--- src/sqf_pkg.sv ---
// types, constants and register indexes of the sogi quadrature filter
// no dependencies; imported by every module of the block
`timescale 1ns / 1ps

package sqf_pkg;

  localparam int SAMPLE_WIDTH = 32;
  localparam int FREQ_W       = 32;
  localparam int GAIN_W       = 24;
  localparam int PERIOD_W     = 32;
  localparam int STATE_W      = 48;
  localparam int XQ_W         = 48;
  localparam int OPND_W       = 64;
  localparam int ACC_W        = 2 * OPND_W;
  localparam int QUO_W        = 64;
  localparam int CFG_IDX_W    = 2;
  localparam int CFG_DATA_W   = 32;

  localparam logic [CFG_IDX_W-1:0] REG_RESONANT_GAIN = CFG_IDX_W'(0);
  localparam logic [CFG_IDX_W-1:0] REG_SAMPLE_PERIOD = CFG_IDX_W'(1);

  localparam logic [GAIN_W-1:0]   GAIN_RESET   = GAIN_W'(128000);
  localparam logic [PERIOD_W-1:0] PERIOD_RESET = PERIOD_W'(109951163);

  localparam logic signed [OPND_W-1:0] ONE_Q40 = OPND_W'(64'h0000_0100_0000_0000);

  typedef enum logic [2:0] {
    OP_XQ, OP_C, OP_E, OP_CE, OP_T1, OP_T2, OP_CY, OP_BETA
  } sqf_op_t;

  typedef enum logic [2:0] {
    M_IDLE, M_PP0, M_PP1, M_PP2, M_PP3, M_RND, M_FIN
  } sqf_mphase_t;

  typedef enum logic [2:0] {
    S_IDLE, S_ISSUE, S_WAIT, S_POST, S_DIVW, S_OUT
  } sqf_state_t;

  typedef struct packed {
    logic signed [SAMPLE_WIDTH-1:0] sample_value;
    logic [FREQ_W-1:0]              angular_freq;
  } sqf_in_t;

  typedef struct packed {
    logic signed [SAMPLE_WIDTH-1:0] alpha_out;
    logic signed [SAMPLE_WIDTH-1:0] beta_out;
    logic                           zero_freq_flag;
  } sqf_out_t;

  typedef struct packed {
    logic              start;
    sqf_op_t           op;
    logic [OPND_W-1:0] a;
    logic [OPND_W-1:0] b;
    logic              neg;
  } sqf_mul_req_t;

  typedef struct packed {
    logic                     done;
    logic signed [OPND_W-1:0] res;
  } sqf_mul_rsp_t;

  typedef struct packed {
    logic            start;
    logic [XQ_W-1:0] den;
  } sqf_div_req_t;

  typedef struct packed {
    logic             done;
    logic [QUO_W-1:0] quo;
  } sqf_div_rsp_t;

endpackage

--- src/sqf_recip.sv ---
// restoring divider, one quotient bit per cycle: floor((2^64-1)/den)
// depends on sqf_pkg
`timescale 1ns / 1ps

module sqf_recip import sqf_pkg::*; (
  input  logic         clk,
  input  logic         rst_n,
  input  sqf_div_req_t req,
  output sqf_div_rsp_t rsp
);

  localparam int CNT_W = $clog2(QUO_W + 1);

  logic             busy_r, busy_nxt;
  logic             done_r, done_nxt;
  logic [CNT_W-1:0] cnt_r, cnt_nxt;
  logic [XQ_W-1:0]  rem_r, rem_nxt;
  logic [XQ_W-1:0]  den_r, den_nxt;
  logic [QUO_W-1:0] quo_r, quo_nxt;
  logic [XQ_W:0]    trial;
  logic [XQ_W:0]    diff;
  logic             ge;

  // numerator bits are all ones
  assign trial = {rem_r, 1'b1};
  assign diff  = trial - {1'b0, den_r};
  assign ge    = (trial >= {1'b0, den_r});

  always_comb begin
    busy_nxt = busy_r;
    done_nxt = done_r;
    cnt_nxt  = cnt_r;
    rem_nxt  = rem_r;
    den_nxt  = den_r;
    quo_nxt  = quo_r;
    if (req.start) begin
      busy_nxt = 1'b1;
      done_nxt = 1'b0;
      cnt_nxt  = CNT_W'(QUO_W);
      rem_nxt  = '0;
      den_nxt  = req.den;
      quo_nxt  = '0;
    end else if (busy_r) begin
      rem_nxt = ge ? diff[XQ_W-1:0] : trial[XQ_W-1:0];
      quo_nxt = {quo_r[QUO_W-2:0], ge};
      cnt_nxt = cnt_r - CNT_W'(1);
      if (cnt_r == CNT_W'(1)) begin
        busy_nxt = 1'b0;
        done_nxt = 1'b1;
      end
    end
  end

  always_ff @(posedge clk) begin
    if (!rst_n) begin
      busy_r <= 1'b0;
      done_r <= 1'b0;
      cnt_r  <= '0;
    end else begin
      busy_r <= busy_nxt;
      done_r <= done_nxt;
      cnt_r  <= cnt_nxt;
    end
  end

  always_ff @(posedge clk) begin
    rem_r <= rem_nxt;
    den_r <= den_nxt;
    quo_r <= quo_nxt;
  end

  assign rsp.done = done_r;
  assign rsp.quo  = quo_r;

endmodule

--- config.mk ---
export PLATFORM = sky130hd
export DESIGN_NAME = sqf_recip
export DESIGN_NICKNAME = d
export VERILOG_FILES = /design/src/sqf_pkg.sv /design/src/sqf_recip.sv
export SDC_FILE = /design/constraint.sdc
export NUM_CORES = 1
export LEC_CHECK = 0
export ABC_CLOCK_PERIOD_IN_PS = 3600
export BUFFER_PORTS_ARGS = -buffer_cell sky130_fd_sc_hd__buf_4
export CORE_MARGIN = 5
export CORE_UTILIZATION = 50
export DETAILED_ROUTE_END_ITERATION = 8
export GPL_ROUTABILITY_DRIVEN = 0
export GPL_TIMING_DRIVEN = 1
export PLACE_DENSITY = 0.77
export SYNTH_ARGS = -nofsm -noshare
export SYNTH_HDL_FRONTEND = slang
export SYNTH_SLANG_ARGS = --single-unit
--- constraint.sdc ---
create_clock -name clk -period 3.6 [get_ports clk]
set_input_delay 0.36 -clock clk [delete_from_list [all_inputs] [get_ports clk]]
set_output_delay 0.36 -clock clk [all_outputs]
set_load 0.02 [all_outputs]
==> results.md <==
- Port Buffers: approximately 120
- Die span in y: 146 µm
- CP max-delay cell: fa_1
- Via Count: about 7500
- Post-CTS Hold Buffers: 0
- Adder-Cell Fraction of Synth Area: 0.0685
- Pre-CTS setup slack: ~0.30 ns
- WP buf/inv: 2
- Critical-path cell list: inv_1 -> ha_1 -> fa_1 -> nand2b_1 -> a21oi_1 -> o31ai_1 -> o211ai_1 -> o31ai_4 -> a31oi_1 -> or2_4 -> buf_12 -> mux2i_1 -> a211oi_1
- # Post-CTS Setup Buffers: 0
- Ys async rst share: 0
- Terminus of the critical flop-to-flop path: rem_r[17]
- Post-synth EDFFs: 48
- Htree depth: 4
- Initial Utilization: 0.511
- Die area: 21300 µm²
- Slew @ Worst Pin: 0.680 ns
- Reg2Reg Depth: 13
- Period utilization: 0.907
- Diode count: 0
- CTS Sinks: between 150 and 200
- Crit path required time: about 3.9 ns
- Routed wire length: roughly 21000 µm
- DR WL/cell: ~16 µm
- Drt initial violations: about 480
- Cells after synthesis: just over 1000
- Setup WS post-layout: around 0.33 ns
- FF-to-FF Start: rem_r[0]
- Via density: roughly 5.6
- Status: completed
- Critical path's top delay family: compound AO/OA/AOI/OAI gates
- Sequential-to-total area share from yosys stat: 0.418
- Worst skew pair latency: between 0.4 and 0.5 ns
- Hold WS: approximately 0.095 ns
- Clock root cell: clkbuf_16
- GRT Total Usage: 0.199
- Crit end category: register
- Largest net degree at the start of global routing: between 100 and 150
- CORE AREA: around 18000 µm²
- Relative slew slack: 0.547
- Worst clock skew: between 0.01 and 0.015 ns
- Overflow left after global routing: 0
- Synth Area in Compound Gates: 0.163
- Final Hold Vio Count: 0
- Slowest stage delay, CP: 0.40 ns
- Number of max-cap violations: 0
- Critical Path Start: rem_r[0]
- Post-Synth XOR/XNOR Area: 0.0417
- CP Launch Type: register
- Arrival @ worst endpoint: ~3.6 ns
- DRT Pass-1 Iters: 5
- Tightest Hold Check Type: in -> reg
- Ports: about 120
- DRC violations left: 0
- Die width: 146 µm
- Final setup violation count: 0
- Simple-Gate Fraction of Synth Area: 0.149
- CTS tree: yes
- Total power: 5.20 mW
- Flop2flop setup slack: roughly 0.33 ns
- Avg Cell Area, Syn: roughly 9.1 µm²
- Netlist cell types: 62
- Mux contribution to synthesized area: 0.101
- First-pass GRT wire length: around 36000 µm
- Row count: 49
- Clk buf depth: 2
- Synthesized area: a little over 9000 µm²
- Crit path kind: reg -> reg
- Final Max Slew Viols: 0
- Clock slew seen by the registers of the worst setup and hold paths: 0.08 ns
- Vias in the first global route: 7314
- Ys Warns: 0
- Synth Register Bits: about 170
- Layout cell share with drive strength beyond 1: 0.150
- Syn_nets: approximately 1100
- TritonCTS Buffers: 17
- Antenna violation net count after detailed routing: 0
- Crit path max fanout: 23
- Initial antenna violation count: 0
- Largest family of logic cells by synthesized area: compound AO/OA/AOI/OAI gates
- Dpl hpwl: between 10000 and 15000 µm
- Max Fclk: 0.306 GHz
- Static Leakage: approximately 4.7 nW
- Max IR drop VDD: 0.000329 V
- Setup_tns: 0 ns
- Top_reg_cell synth: dfxtp_1
- Area delta synth->final: 17.0%
- Tmin final: approximately 3.3 ns
- RSZ-0062 raised after global routing: no
- P per Cell Area: approximately 480 nW/µm²
- Final nets: 1199
- Worst path depth: 13
- Critical Path Sink: rem_r[17]
-- Yosys cell counts, types with 3 or more instances --
| library cell | n | area share |
|---|---|---|
| nor2_1 | 148 | 0.060 |
| nand3_1 | 18 | 0.0097 |
| edfxtp_1 | 48 | 0.16 |
| o21ai_0 | 39 | 0.021 |
| o211ai_1 | 6 | 0.0049 |
| nor3_1 | 10 | 0.0054 |
| a31oi_1 | 6 | 0.0041 |
| dfxtp_1 | 121 | 0.26 |
| nand2b_1 | 14 | 0.0095 |
| clkbuf_1 | 35 | 0.014 |
| a221oi_1 | 3 | 0.0028 |
| xnor2_1 | 22 | 0.021 |
| inv_1 | 61 | 0.025 |
| buf_1 | 4 | 0.0016 |
| o21bai_1 | 13 | 0.011 |
| a211oi_1 | 38 | 0.031 |
| nand4_1 | 15 | 0.010 |
| nor2b_1 | 7 | 0.0047 |
| buf_4 | 5 | 0.0041 |
| o21a_1 | 8 | 0.0065 |
| nand2_1 | 65 | 0.026 |
| ha_1 | 49 | 0.066 |
| or3_1 | 5 | 0.0034 |
| xor2_1 | 22 | 0.021 |
| and4_1 | 4 | 0.0038 |
| a21o_1 | 21 | 0.017 |
| and3_1 | 3 | 0.0020 |
| nor4_1 | 6 | 0.0041 |
| buf_2 | 17 | 0.0092 |
| a21oi_1 | 68 | 0.037 |
| mux2i_1 | 92 | 0.10 |
| a311oi_1 | 4 | 0.0038 |
| and2_1 | 3 | 0.0020 |
| o31ai_1 | 4 | 0.0032 |
-- kinds of logic (layout without fill, tap and decap cells) --
kind of cell	Yosys count	count (layout)
compound gates	231	231
xor+xnor	44	44
fa+ha+maj	50	50
buf+inv	125	216
flops	169	169
mux	93	93
simple gates	308	308
-- worst reg2reg max path, stage by stage (launching register included) --
cell and delay (ns):
dfxtp_1 0.35, inv_1 0.05, ha_1 0.21, fa_1 0.40
nand2b_1 0.19, a21oi_1 0.21, o31ai_1 0.11, o211ai_1 0.24
o31ai_4 0.13, a31oi_1 0.33, or2_4 0.34, buf_12 0.23
mux2i_1 0.24, a211oi_1 0.10
-- sequential cells by signal (all words and copies together), names as in the netlist --
name and flops:
busy_r 1, cnt_r 7, den_r 48, done_r 1
quo_r 64, rem_r 48
-- power by group --
| group | total, mW | switching, mW | leakage (nW) | internal, mW |
|---|---|---|---|---|
| Clock | 1.90 | 0.943 | 0.298 | 0.956 |
| Combinational | 1.16 | 0.685 | 2.95 | 0.479 |
| Sequential | 2.13 | 0.0748 | 1.46 | 2.06 |
| Total | 5.20 | 1.70 | 4.70 | 3.50 |
-- worst min path at each step --
stage / start / end / slack, ns / cells past startpoint
finish: req[43] / den_r[43] / 0.09 / 1
global route: req[43] / den_r[43] / 0.07 / 1
CTS: req[47] / den_r[47] / 0.07 / 1
detailed placement: done_r / done_r / 0.45 / 2
global placement: done_r / done_r / 0.44 / 2
floorplan: done_r / done_r / 0.43 / 2
-- cell usage in the layout, fill, tap and decap left out, types with 8 or more instances in the layout --
| master | n |
|---|---|
| xnor2_1 | 22 |
| nor3_1 | 10 |
| o21bai_1 | 13 |
| xor2_1 | 22 |
| inv_1 | 61 |
| nor2_1 | 148 |
| dfxtp_1 | 120 |
| a21oi_1 | 68 |
| edfxtp_1 | 48 |
| mux2i_1 | 92 |
| ha_1 | 49 |
| o21a_1 | 8 |
| nand4_1 | 15 |
| clkbuf_16 | 17 |
| buf_4 | 120 |
| nand3_1 | 18 |
| nand2_1 | 65 |
| o21ai_0 | 38 |
| a211oi_1 | 38 |
| a21o_1 | 21 |
| nand2b_1 | 14 |
-- per-layer routing --
metal  track usage  part of all wire
met2         0.303              0.43
met1         0.266              0.46
met4        0.0720             0.023
met3        0.0657             0.080
met5             0                 0
-- metrics by stage --
step,util,std cells,area (µm²)
after detailed placement,0.563,1308,10200
after CTS,0.598,1340,10800
final,0.598,1340,10800
after global routing,0.598,1340,10800
after floorplan,-,1020,9250
after global placement,0.563,1308,10200
-- area by class of cell --
type                    count  area [µm²]
fillers                  1541        7270
clock buffers              17         425
repair buffers            123         961
clock inverters            15         200
flip-flops and latches    169        3870
inverters                  61         229
multi-input cells         726        4850
well taps                 229         287
-- what timing repair did --
action                                 in CTS  in global routing
endpoints found under the hold margin       0                  0
setup endpoints to repair                   0                 29
resized for setup                           0                  2
No activity file was read; power rests on OpenSTA's default activity.
