**src/sqf_pkg.sv**
```systemverilog
// types, constants and register indexes of the sogi quadrature filter
// no dependencies; imported by every module of the block
`timescale 1ns / 1ps

package sqf_pkg;

  localparam int SAMPLE_WIDTH = 32;
  localparam int FREQ_W       = 32;
  localparam int GAIN_W       = 24;
  localparam int PERIOD_W     = 32;
  localparam int STATE_W      = 48;
  localparam int XQ_W         = 48;
  localparam int OPND_W       = 64;
  localparam int ACC_W        = 2 * OPND_W;
  localparam int QUO_W        = 64;
  localparam int CFG_IDX_W    = 2;
  localparam int CFG_DATA_W   = 32;

  localparam logic [CFG_IDX_W-1:0] REG_RESONANT_GAIN = CFG_IDX_W'(0);
  localparam logic [CFG_IDX_W-1:0] REG_SAMPLE_PERIOD = CFG_IDX_W'(1);

  localparam logic [GAIN_W-1:0]   GAIN_RESET   = GAIN_W'(128000);
  localparam logic [PERIOD_W-1:0] PERIOD_RESET = PERIOD_W'(109951163);

  localparam logic signed [OPND_W-1:0] ONE_Q40 = OPND_W'(64'h0000_0100_0000_0000);

  typedef enum logic [2:0] {
    OP_XQ, OP_C, OP_E, OP_CE, OP_T1, OP_T2, OP_CY, OP_BETA
  } sqf_op_t;

  typedef enum logic [2:0] {
    M_IDLE, M_PP0, M_PP1, M_PP2, M_PP3, M_RND, M_FIN
  } sqf_mphase_t;

  typedef enum logic [2:0] {
    S_IDLE, S_ISSUE, S_WAIT, S_POST, S_DIVW, S_OUT
  } sqf_state_t;

  typedef struct packed {
    logic signed [SAMPLE_WIDTH-1:0] sample_value;
    logic [FREQ_W-1:0]              angular_freq;
  } sqf_in_t;

  typedef struct packed {
    logic signed [SAMPLE_WIDTH-1:0] alpha_out;
    logic signed [SAMPLE_WIDTH-1:0] beta_out;
    logic                           zero_freq_flag;
  } sqf_out_t;

  typedef struct packed {
    logic              start;
    sqf_op_t           op;
    logic [OPND_W-1:0] a;
    logic [OPND_W-1:0] b;
    logic              neg;
  } sqf_mul_req_t;

  typedef struct packed {
    logic                     done;
    logic signed [OPND_W-1:0] res;
  } sqf_mul_rsp_t;

  typedef struct packed {
    logic            start;
    logic [XQ_W-1:0] den;
  } sqf_div_req_t;

  typedef struct packed {
    logic             done;
    logic [QUO_W-1:0] quo;
  } sqf_div_rsp_t;

endpackage

```
**src/sqf_scale_unit.sv**
```systemverilog
// shared scaled multiplier: |a|*|b| over four 32x32 partial products,
// rounded half away from zero (truncated for w*Ts), shifted and saturated per op; depends on sqf_pkg
`timescale 1ns / 1ps

module sqf_scale_unit import sqf_pkg::*; (
  input  logic         clk,
  input  logic         rst_n,
  input  sqf_mul_req_t req,
  output sqf_mul_rsp_t rsp
);

  sqf_mphase_t              phase_r, phase_nxt;
  logic                     done_r, done_nxt;
  sqf_op_t                  op_r, op_nxt;
  logic [OPND_W-1:0]        a_r, a_nxt;
  logic [OPND_W-1:0]        b_r, b_nxt;
  logic                     neg_r, neg_nxt;
  logic [ACC_W-1:0]         acc_r, acc_nxt;
  logic signed [OPND_W-1:0] res_r, res_nxt;

  logic [31:0]       pa, pb;
  logic [63:0]       pp;
  logic [ACC_W-1:0]  half;
  logic [ACC_W-1:0]  q;
  logic [OPND_W-1:0] top;
  logic [OPND_W-1:0] lim;
  logic [OPND_W-1:0] m;
  logic [ACC_W-1:0]  addend;
  logic [ACC_W-1:0]  acc_sum;
  logic              over;

  // partial product select
  always_comb begin
    case (phase_r)
      M_PP1: begin
        pa = a_r[31:0];
        pb = b_r[63:32];
      end
      M_PP2: begin
        pa = a_r[63:32];
        pb = b_r[31:0];
      end
      M_PP3: begin
        pa = a_r[63:32];
        pb = b_r[63:32];
      end
      default: begin
        pa = a_r[31:0];
        pb = b_r[31:0];
      end
    endcase
  end

  assign pp = pa * pb;

  // rounding constant, output scaling and saturation bound per op
  always_comb begin
    case (op_r)
      OP_C: begin
        half = ACC_W'(1) << 40;
        q    = acc_r >> 41;
        top  = OPND_W'(1) << 62;
      end
      OP_E: begin
        half = ACC_W'(1) << 7;
        q    = acc_r >> 8;
        top  = OPND_W'(1) << (STATE_W - 1);
      end
      OP_CE, OP_T1, OP_CY: begin
        half = ACC_W'(1) << 39;
        q    = acc_r >> 40;
        top  = OPND_W'(1) << 61;
      end
      OP_T2: begin
        half = ACC_W'(1) << 38;
        q    = acc_r >> 39;
        top  = OPND_W'(1) << 61;
      end
      OP_BETA: begin
        half = ACC_W'(1) << 23;
        q    = acc_r >> 24;
        top  = OPND_W'(1) << (SAMPLE_WIDTH - 1);
      end
      default: begin
        // truncated w*Ts, no rounding
        half = '0;
        q    = acc_r >> 16;
        top  = '0;
      end
    endcase
  end

  assign lim  = (op_r == OP_XQ) ? '1 : (top - OPND_W'(!neg_r));
  assign over = (q[ACC_W-1:OPND_W] != '0) || (q[OPND_W-1:0] > lim);
  assign m    = over ? lim : q[OPND_W-1:0];

  always_comb begin
    case (phase_r)
      M_PP1, M_PP2: addend = {32'b0, pp, 32'b0};
      M_PP3:        addend = {pp, 64'b0};
      M_RND:        addend = half;
      default:      addend = {64'b0, pp};
    endcase
  end

  assign acc_sum = acc_r + addend;

  always_comb begin
    phase_nxt = phase_r;
    done_nxt  = 1'b0;
    op_nxt    = op_r;
    a_nxt     = a_r;
    b_nxt     = b_r;
    neg_nxt   = neg_r;
    acc_nxt   = acc_r;
    res_nxt   = res_r;
    case (phase_r)
      M_IDLE: begin
        if (req.start) begin
          op_nxt    = req.op;
          a_nxt     = req.a;
          b_nxt     = req.b;
          neg_nxt   = req.neg;
          acc_nxt   = '0;
          phase_nxt = M_PP0;
        end
      end
      M_PP0: begin
        acc_nxt   = acc_sum;
        phase_nxt = M_PP1;
      end
      M_PP1: begin
        acc_nxt   = acc_sum;
        phase_nxt = M_PP2;
      end
      M_PP2: begin
        acc_nxt   = acc_sum;
        phase_nxt = M_PP3;
      end
      M_PP3: begin
        acc_nxt   = acc_sum;
        phase_nxt = M_RND;
      end
      M_RND: begin
        acc_nxt   = acc_sum;
        phase_nxt = M_FIN;
      end
      M_FIN: begin
        res_nxt   = neg_r ? (OPND_W'(0) - m) : m;
        done_nxt  = 1'b1;
        phase_nxt = M_IDLE;
      end
      default: phase_nxt = M_IDLE;
    endcase
  end

  always_ff @(posedge clk) begin
    if (!rst_n) begin
      phase_r <= M_IDLE;
      done_r  <= 1'b0;
    end else begin
      phase_r <= phase_nxt;
      done_r  <= done_nxt;
    end
  end

  always_ff @(posedge clk) begin
    op_r  <= op_nxt;
    a_r   <= a_nxt;
    b_r   <= b_nxt;
    neg_r <= neg_nxt;
    acc_r <= acc_nxt;
    res_r <= res_nxt;
  end

  assign rsp.done = done_r;
  assign rsp.res  = res_r;

endmodule

```
**config.mk**
```make
export PLATFORM = sky130hd
export DESIGN_NAME = sqf_scale_unit
export DESIGN_NICKNAME = d
export VERILOG_FILES = /design/src/sqf_pkg.sv /design/src/sqf_scale_unit.sv
export SDC_FILE = /design/constraint.sdc
export NUM_CORES = 2
export LEC_CHECK = 0
export CORE_MARGIN = 10
export CORE_UTILIZATION = 51
export CTS_BUF_LIST = sky130_fd_sc_hd__clkbuf_4
export DETAILED_ROUTE_END_ITERATION = 12
export DONT_BUFFER_PORTS = 1
export MAX_ROUTING_LAYER = met4
export PLACE_DENSITY = 0.76
export SETUP_SLACK_MARGIN = 0.2
export SLEW_MARGIN = 40
export SYNTH_ARGS = -nofsm -noshare
export SYNTH_HDL_FRONTEND = slang
export SYNTH_SLANG_ARGS = --single-unit
```
**constraint.sdc**
```tcl
create_clock -name clk -period 44.4 [get_ports clk]
set_input_delay 2.22 -clock clk [delete_from_list [all_inputs] [get_ports clk]]
set_output_delay 2.22 -clock clk [all_outputs]
set_load 0.02 [all_outputs]
```
==> metrics.csv <==
metric,value,unit
status,"finished, final reports clean",
row cnt,126,
Critical-path top delay cell,a2111oi_0,
core area,117800,um^2
RR Endpoint,acc_r[97]$_SDFFCE_PN0P_,
Post-Syn Area,60270,um^2
cts bufs inserted,92,
Die Y,363.8,um
Worst Hold Path EP,acc_r[0]$_SDFFCE_PN0P_,
Final Skew,0.1054,ns
CTS Buffer Depth,3,
number of max-cap violations,0,
Startpoint Class,register,
Mapped Cells,6922,
Max Fclk,65.16,MHz
TNS Setup,0,ns
Post CTS Setup Buffer Count,0,
Final nets,8247,
CTS Hold Buffers Added,0,
"antenna viol nets, final",0,
ys async rst share,0,%
share of cells above drive strength 1,6.297,%
Pins Over Slew Limit,0,
"EDFF count, synth",324,
width of the die,363.8,um
routed len/inst,25.95,um
CP most frequent cell,fa_1,
final worst-path cycle share,34.57,%
gp weighted congestion,1.005,
final hold vios,0,
Total GRT Usage,33.31,%
Hold Crit Class,reg -> reg,
Final Setup Violations,0,
Initial Util,51.18,%
Synth cell types,100,
I/O pin cnt,200,
PortBufs,0,
hpwl dp,169300,um
clk root buf,clkbuf_4,
Synth Net Count,8413,
vias per cell,6.335,
#FFs+latches synth,328,
R2R Path Start,phase_r[2]$_SDFFE_PN0P_,
post-synthesis sequential area ratio,16.28,%
antenna violations before repair,12,
vias in the first global route,52780,
drt pass-1 iters,7,
r2r setup slk,29.05,ns
GR Overflow Total,0,
drt drc,0,
vias,53070,
worst slew pin tran,0.9278,ns
initial DRC count,6086,
critical-path maximum fanout,44,
"most common cell after layout, fill and taps aside",inv_1,
H-Tree Level Count,3,
RSZ-0062 raised after global routing,false,
first-pass GRT wire length,325000,um
CTS tree,yes,
"Avg Cell Area, Syn",8.707,um^2
Most used DFF post-synth,edfxtp_1,
CP max stage delay,0.82,ns
Yosys warnings,0,
area grow syn2layout,4.841,%
crit path DAT,16.15,ns
"CTS clk-pin slew, worst paths",0.07,ns
clk sinks,328,
most frequent cells in the layout,"inv_1 (979), nor2_1 (962), fa_1 (897), nand2_1 (710), ha_1 (459)",
R2R cell count,44,
Setup CP Type,reg -> reg,
largest net degree at the start of global routing,83,
slew margin rel.,37.70,%
minimum clock period,15.35,ns
latest clock arrival within the worst-skew pair,1.10,ns
post-CTS sizing,0,
WHS Path Cells,2,
worst hold start,acc_r[0]$_SDFFCE_PN0P_,
Die ar.,132300,um^2
worst path required time,45.21,ns
final wirelength,217400,um
Setup crit start,phase_r[2]$_SDFFE_PN0P_,
Worst setup EP type,register,
## through the flow
stage | utilization [%] | hold WS, ns | worst slack [ns] | instances | area, um^2
after CTS | 53.60 | 0.6811 | 29.25 | 8365 | 63120
final | 53.66 | 0.6848 | 29.05 | 8377 | 63190
after detailed placement | 52.59 | 0.6592 | 29.19 | 8198 | 61930
after global placement | 52.47 | 0.6524 | 28.81 | 8196 | 61800
after global routing | 53.66 | 0.6957 | 28.32 | 8376 | 63190
after floorplan | - | 0.6344 | 27.94 | 6922 | 60270
## area by class of cell
cell class | instances | area, um^2
flip-flops and latches | 328 | 9809
diodes | 12 | 30.03
repair buffers | 108 | 840.8
well taps | 1536 | 1922
fillers | 10640 | 54570
multi-input cells | 5243 | 45710
clock buffers | 127 | 953.4
clock inverters | 40 | 230.2
inverters | 983 | 3692
## Yosys cell counts (35+ instances only)
cell type	number	share of area [%]
a21oi_1	442	3.7
xor2_1	80	1.2
nor2b_1	43	0.45
mux2i_1	100	1.7
nand4_1	87	0.90
nand2_1	710	4.4
fa_1	897	30
and2_1	67	0.70
nand3_1	69	0.57
nor3_1	65	0.54
ha_1	459	9.5
inv_1	980	6.1
mux2_2	66	1.2
o21ai_0	235	2.0
nand2b_1	40	0.42
xnor2_1	125	1.8
a31oi_1	35	0.36
a22o_1	43	0.62
a21o_1	130	1.6
clkbuf_1	310	1.9
o21bai_1	54	0.67
edfxtp_1	324	16
nor2_1	965	6.0
## worst max path at each step
stage	endpoint	cells past startpoint	slack [ns]
2_1_floorplan	a_r[0]$_DFFE_PP_	1	27.94
4_1_cts	acc_r[97]$_SDFFCE_PN0P_	44	29.25
3_3_place_gp	acc_r[117]$_SDFFCE_PN0P_	41	28.81
6_report	acc_r[97]$_SDFFCE_PN0P_	44	29.05
3_5_place_dp	acc_r[97]$_SDFFCE_PN0P_	44	29.19
5_1_grt	acc_r[97]$_SDFFCE_PN0P_	44	28.32
## cells by family after synthesis
| logic type | after synthesis | synth area share (%) |
|---|---|---|
| AO/OA/AOI/OAI | 1300 | 13.78 |
| XOR/XNOR | 205 | 2.979 |
| adder cells (fa/ha/maj) | 1356 | 39.32 |
| buffers and inverters | 1351 | 8.586 |
| flip-flops | 328 | 16.28 |
| multiplexers | 177 | 3.099 |
| AND/OR/NAND/NOR | 2205 | 15.96 |
## sequential cells by signal (all words and copies together), names as in the netlist
signal,count
b_r,64
a_r,64
done_r,1
neg_r,1
phase_r,3
op_r,3
res_r,64
acc_r,128
## critical path, delay by kind of cell (launching register included)
kind	cells	cell delay, ns
flops	1	0.63
buf+inv	6	1.41
mux	1	0.33
compound gates	17	5.21
simple gates	7	2.02
xor+xnor	3	0.64
fa+ha+maj	10	4.80
## metal layers
metal | routed length (um) | GRT usage, %
met5 | 0 | -
met4 | 13890 | 17.54
met3 | 27050 | 9.068
met2 | 94310 | 48.78
met1 | 82150 | 42.00
Power is left out: the tool's default activity adds up to more than one toggle a clock period on the data nets, which glitch-free logic cannot reach.
